`config.mk`:
```
export PLATFORM = sky130hd
export DESIGN_NAME = sfd_ctrl
export DESIGN_NICKNAME = d
export VERILOG_FILES = /design/src/rtl/sfd_pkg.sv /design/src/rtl/sfd_ctrl.sv
export SDC_FILE = /design/constraint.sdc
export NUM_CORES = 1
export LEC_CHECK = 0
export BUFFER_PORTS_ARGS = -buffer_cell sky130_fd_sc_hd__buf_4
export CAP_MARGIN = 20
export CELL_PAD_IN_SITES_DETAIL_PLACEMENT = 2
export CELL_PAD_IN_SITES_GLOBAL_PLACEMENT = 2
export CORE_MARGIN = 3
export CORE_UTILIZATION = 25
export DETAILED_ROUTE_END_ITERATION = 8
export GPL_ROUTABILITY_DRIVEN = 0
export HOLD_SLACK_MARGIN = 0.02
export MAX_ROUTING_LAYER = met4
export PLACE_DENSITY_LB_ADDON = 0.1
export SETUP_SLACK_MARGIN = 0.2
export SLEW_MARGIN = 10
export SYNTH_ARGS = -nofsm -noshare
export SYNTH_HDL_FRONTEND = slang
export SYNTH_SLANG_ARGS = --single-unit
export TNS_END_PERCENT = 20
```
`constraint.sdc`:
```
create_clock -name i_clk -period 1.55 [get_ports i_clk]
set_clock_uncertainty 0.15 [all_clocks]
set_input_delay 0.31 -clock i_clk [delete_from_list [all_inputs] [get_ports i_clk]]
set_output_delay 0.31 -clock i_clk [all_outputs]
set_load 0.01 [all_outputs]
```
`src/rtl/sfd_pkg.sv`:
```
`timescale 1ns / 1ps
// ----------------------------------------------------------------------------
// sfd_pkg
// Shared types, codes and constants of the SYN flood detector.
// ----------------------------------------------------------------------------
package sfd_pkg;

    localparam int DEF_PORT_ENTRIES     = 16;
    localparam int DEF_PENDING_PER_PORT = 256;
    localparam int DEF_LOCAL_ADDRS      = 4;

    localparam logic [8:0]  DEFAULT_THRESHOLD = 9'd200;
    localparam logic [15:0] MIN_FRAME_LEN     = 16'd14;
    localparam logic [7:0]  PROTO_TCP         = 8'd6;

    // configuration register indexes
    localparam logic [2:0] CFG_THRESHOLD  = 3'd0;
    localparam logic [2:0] CFG_ADDR_COUNT = 3'd1;
    localparam logic [2:0] CFG_ADDR_A     = 3'd2;
    localparam logic [2:0] CFG_ADDR_B     = 3'd3;
    localparam logic [2:0] CFG_ADDR_C     = 3'd4;
    localparam logic [2:0] CFG_ADDR_D     = 3'd5;

    typedef enum logic [2:0] {
        ST_IGNORED    = 3'd0,
        ST_RECORDED   = 3'd1,
        ST_ALARM      = 3'd2,
        ST_MATCHED    = 3'd3,
        ST_UNMATCHED  = 3'd4,
        ST_TABLE_FULL = 3'd5
    } t_status;

    typedef enum logic [3:0] {
        OP_NONE,
        OP_LATCH,       // load the item
        OP_PS_INIT,     // start port table walk
        OP_PS_STEP,     // check one port entry
        OP_ALLOC,       // claim the first free port entry
        OP_SWEEP_INIT,  // rewind pending list pointer
        OP_CLR_STEP,    // clear one pending entry
        OP_SCAN_STEP,   // read one pending entry
        OP_RECORD,      // write new half-open entry
        OP_MATCH,       // drop matched entry
        OP_ALARM,       // zero the port count, rewind for clear
        OP_OUT          // present the result
    } t_dp_op;

    typedef struct packed {
        t_dp_op  op;
        t_status status;
    } t_dp_cmd;

    typedef struct packed {
        logic is_synack;
        logic is_ack;
        logic ps_done;
        logic ps_found;
        logic ps_free;
        logic sweep_last;
        logic scan_hit;
        logic scan_done;
        logic thr_hit;
    } t_dp_stat;

    typedef struct packed {
        logic        valid;
        logic [31:0] remote;
        logic [31:0] seq;
    } t_pend;

endpackage

```
`src/rtl/sfd_ctrl.sv`:
```
`timescale 1ns / 1ps
// ----------------------------------------------------------------------------
// sfd_ctrl
// Sequencer: classify, port walk, list sweeps, threshold check, result.
// ----------------------------------------------------------------------------
module sfd_ctrl (
    input  logic              i_clk,
    input  logic              i_rst_n,
    input  logic              i_start,
    output logic              o_busy,
    input  sfd_pkg::t_dp_stat i_stat,
    output sfd_pkg::t_dp_cmd  o_cmd
);
    import sfd_pkg::*;

    typedef enum logic [2:0] {
        S_IDLE, S_CLASS, S_PSRCH, S_CLR, S_SCAN, S_THR, S_ACLR, S_EMIT
    } t_state;

    t_state  r_state, n_state;
    t_status r_status, n_status;
    t_dp_cmd w_cmd;

    always_comb begin
        n_state    = r_state;
        n_status   = r_status;
        w_cmd.op     = OP_NONE;
        w_cmd.status = r_status;
        case (r_state)
            S_IDLE: begin
                if (i_start) begin
                    w_cmd.op = OP_LATCH;
                    n_state  = S_CLASS;
                end
            end
            S_CLASS: begin
                if (i_stat.is_synack || i_stat.is_ack) begin
                    w_cmd.op = OP_PS_INIT;
                    n_state  = S_PSRCH;
                end else begin
                    n_status = ST_IGNORED;
                    n_state  = S_EMIT;
                end
            end
            S_PSRCH: begin
                if (!i_stat.ps_done) begin
                    w_cmd.op = OP_PS_STEP;
                end else if (i_stat.ps_found) begin
                    w_cmd.op = OP_SWEEP_INIT;
                    n_state  = S_SCAN;
                end else if (i_stat.is_synack && i_stat.ps_free) begin
                    w_cmd.op = OP_ALLOC;
                    n_state  = S_CLR;
                end else begin
                    n_status = i_stat.is_synack ? ST_TABLE_FULL : ST_UNMATCHED;
                    n_state  = S_EMIT;
                end
            end
            S_CLR: begin
                w_cmd.op = OP_CLR_STEP;
                if (i_stat.sweep_last) begin
                    n_state = S_SCAN;
                end
            end
            S_SCAN: begin
                if (i_stat.scan_hit) begin
                    if (i_stat.is_synack) begin
                        w_cmd.op = OP_RECORD;
                        n_state  = S_THR;
                    end else begin
                        w_cmd.op = OP_MATCH;
                        n_status = ST_MATCHED;
                        n_state  = S_EMIT;
                    end
                end else if (i_stat.scan_done) begin
                    if (i_stat.is_synack) begin
                        n_state = S_THR;
                    end else begin
                        n_status = ST_UNMATCHED;
                        n_state  = S_EMIT;
                    end
                end else begin
                    w_cmd.op = OP_SCAN_STEP;
                end
            end
            S_THR: begin
                if (i_stat.thr_hit) begin
                    w_cmd.op = OP_ALARM;
                    n_state  = S_ACLR;
                end else begin
                    n_status = ST_RECORDED;
                    n_state  = S_EMIT;
                end
            end
            S_ACLR: begin
                w_cmd.op = OP_CLR_STEP;
                if (i_stat.sweep_last) begin
                    n_status = ST_ALARM;
                    n_state  = S_EMIT;
                end
            end
            S_EMIT: begin
                w_cmd.op = OP_OUT;
                n_state  = S_IDLE;
            end
            default: begin
                n_state = S_IDLE;
            end
        endcase
    end

    always_ff @(posedge i_clk) begin
        if (!i_rst_n) begin
            r_state  <= S_IDLE;
            r_status <= ST_IGNORED;
        end else begin
            r_state  <= n_state;
            r_status <= n_status;
        end
    end

    assign o_busy = (r_state != S_IDLE);
    assign o_cmd  = w_cmd;

    a_start_busy: assert property (@(posedge i_clk) disable iff (!i_rst_n)
        (i_start && !o_busy) |=> o_busy)
        else $error("accepted item did not raise busy");

    a_emit_once: assert property (@(posedge i_clk) disable iff (!i_rst_n)
        (o_cmd.op == OP_OUT) |=> !o_busy)
        else $error("result issued without returning to idle");

    a_record_synack: assert property (@(posedge i_clk) disable iff (!i_rst_n)
        (o_cmd.op == OP_RECORD) |-> i_stat.is_synack)
        else $error("record issued for a non SYN+ACK item");

endmodule

```
==> out/qor.yml <==
outcome:
  outcome: "finished with violations"
  violations: "negative setup slack"
floorplanning:
  initial_core_util_pct: 27.1
  die_y_um: 58.5
  dieWidth_um: 58.5
  io_pins: 20
  die_area_um2: 3420
  row_count: 18
  core-area_um2: 2540
timing:
  fmax_mhz: 558
  worstMarginPinSlew_ns: 0.428
  setup_viol: 11
  grt_setup_unrepaired: "true"
  fin_ws_ns: -0.242
  finalHoldViolCount: 0
  period_needed_ns: 1.79
  max_slew_margin_pct: 71.1
  drv_slew: 0
  whs_ns: 0.219
  timing.final.crit_share_pct: 116
synthesis:
  seq_area_frac_synth_pct: 17.4
  ys_types: 42
  ys_top_cells_by_area: "dfxtp_1 (17%), mux2i_1 (5.8%), nand2_1 (4.9%)"
  synth_area_per_cell_um2: 7.75
  syn-num-nets: 101
  syn_inst: 89
  synthFlopType: "dfxtp_1"
  synth_edf_count: 0
  yosysMostFrequentCell: "nand2_1"
  syn_area_um2: 689
  yosys_register_bits: 6
  synthArstFlopShare_pct: 0
  synth_common_cells: "nand2_1 (9), nor2_1 (8), a21oi_1 (6), dfxtp_1 (6), o21ai_0 (6)"
  synth_top_area_share_pct: 17.4
  synth_top_cell_by_area: "dfxtp_1"
  yosysWarnings: 0
cts:
  tritoncts: "yes"
  h-tree-depth: 1
  clockBufferDepth: 2
  worstSkewPairLatency_ns: 0.25
  path_clk_slew_ns: 0.06
  cts_root_buffer: "clkbuf_4"
  cts_inserted_buffers: 3
  cts.sinks: 6
  cts_hold_buf: 0
placement:
  dp.final_hpwl_um: 2110
  place.port_buffers: 19
  placed_cell_area_um2: 1020
grt:
  overflow: 0
  grtUsageMet1_pct: 23.0
  grt_pass1_vias: 935
  antenna_found_initial: 0
  track_usage_pct: 18.2
  met2_usage_pct: 31.9
  globalRoute.busiestLayer: "met2"
  grt_max_degree: 15
  grt_pass1_wl_um: 4680
  gr-usage-met3_pct: 2.19
critical_path:
  worstSetupPathType: "reg -> out"
  path_max_fanout: 9
  arrival_ns: 1.33
  required_ns: 1.09
  critPathCaptureType: "output pin"
  cp-start-kind: "flop"
min_path:
  hold_class: "in -> reg"
finish:
  nFillCells: 296
  layout-drive-gt1-share_pct: 56.1
  num_antenna_cells: 0
  area_growth_pct: 67.0
  layout.nets: 145
  final_area_um2: 1150
routing:
  wl_per_cell_um: 17.8
  post_drt_via_cell_ratio: 5.23
  vias: 848
  drtAntennaViolNets: 0
  drc: 0
  postRouteWirelength_um: 2880
  dr.pass1.iters: 4
  detail_route.iter0.violations: 12
power:
  peakVddDrop_v: 0.000924
  p_per_area_nw_per_um2: 1910
  leakage_nw: 0.490
job:
  drv_cap: 0
-- sequential cells by signal, indices dropped and copies added (netlist names) --
name,cells
r_state,3
r_status,3
-- report_power, final --
group	internal, mW	switching, mW
logic	0.931	0.753
clock network	0.0984	0.0700
registers	0.229	0.121
-- layout by cell type (no fill, tap or decap), types with 2 or more instances in the layout --
| master | synthesis | layout |
|---|---|---|
| a21oi_1 | 6 | 2 |
| a21oi_2 | 0 | 4 |
| a221oi_2 | 1 | 2 |
| buf_4 | 0 | 40 |
| buf_6 | 3 | 5 |
| clkbuf_4 | 0 | 3 |
| dfxtp_1 | 6 | 3 |
| dfxtp_4 | 0 | 3 |
| inv_1 | 3 | 3 |
| mux2i_1 | 4 | 4 |
| nand2_1 | 9 | 9 |
| nand2b_1 | 3 | 3 |
| nand3_1 | 2 | 2 |
| nand3b_1 | 2 | 2 |
| nor2_1 | 8 | 6 |
| nor2_2 | 0 | 2 |
| nor3_1 | 2 | 2 |
| o21ai_0 | 6 | 6 |
| or3_4 | 1 | 2 |
-- path summary, 6_finish.rpt --
kind | startpoint | to | slack, ns | cells after the start
worst max-delay path | r_state[2]$_SDFFE_PN0P_ | o_cmd[3] | -0.24 | 5
worst min-delay path | i_rst_n | r_status[2]$_SDFFE_PN0P_ | 0.22 | 3
worst max register to register | r_state[2]$_SDFFE_PN0P_ | r_status[0]$_SDFFE_PN0P_ | -0.19 | 5
worst min register to register | r_status[2]$_SDFFE_PN0P_ | r_status[2]$_SDFFE_PN0P_ | 0.31 | 2
-- metal layers --
layer | share of wire (%) | routed length, um | vias to the layer above
met5 | 0 | 0 | -
met4 | 0 | 0 | 0
met3 | 2.7 | 78 | 0
met2 | 52 | 1510 | 15
met1 | 45 | 1290 | 424
li1 | - | - | 409
-- final cells by class --
class	instances	area, um^2	area share (%)
multi-input combinational	73	568	49.3
timing repair buffer	46	377	32.7
sequential	6	131	11.4
tap	30	37.5	3.26
clock buffer	4	26.3	2.28
inverter	3	11.3	0.978
-- cell families after synthesis --
logic type / count (synthesis) / synth area share, %
AO/OA/AOI/OAI: 26 / 26.7
flip-flops: 6 / 17.4
multiplexers: 5 / 7.44
buffers and inverters: 10 / 11.6
XOR/XNOR: 1 / 1.27
AND/OR/NAND/NOR: 41 / 35.6
-- metrics by stage --
stage	std cells	power (mW)	setup TNS, ns	setup slack (ns)	util [%]
2_1_floorplan	89	1.21	-0.126	-0.0410	-
3_3_place_gp	153	1.71	-1.29	-0.210	39.9
3_5_place_dp	153	1.77	-1.73	-0.247	39.9
4_1_cts	161	2.09	-2.11	-0.231	43.6
5_1_grt	162	2.35	-2.50	-0.315	45.2
6_report	162	2.20	-1.88	-0.242	45.2
-- critical path: stages, from the launching register on --
cell      delay [ns]
dfxtp_4         0.38
buf_4           0.15
nor3b_4         0.17
o21bai_2        0.11
a21oi_2         0.15
buf_4           0.13
-- repair_timing --
item / CTS / global route
pin swaps: 6 / 7
buffers inserted: 4 / 1
setup endpoints to repair: 11 / 11
hold endpoints to repair: 0 / 0
resized for setup: 11 / 9
No activity file was read; power rests on OpenSTA's default activity.
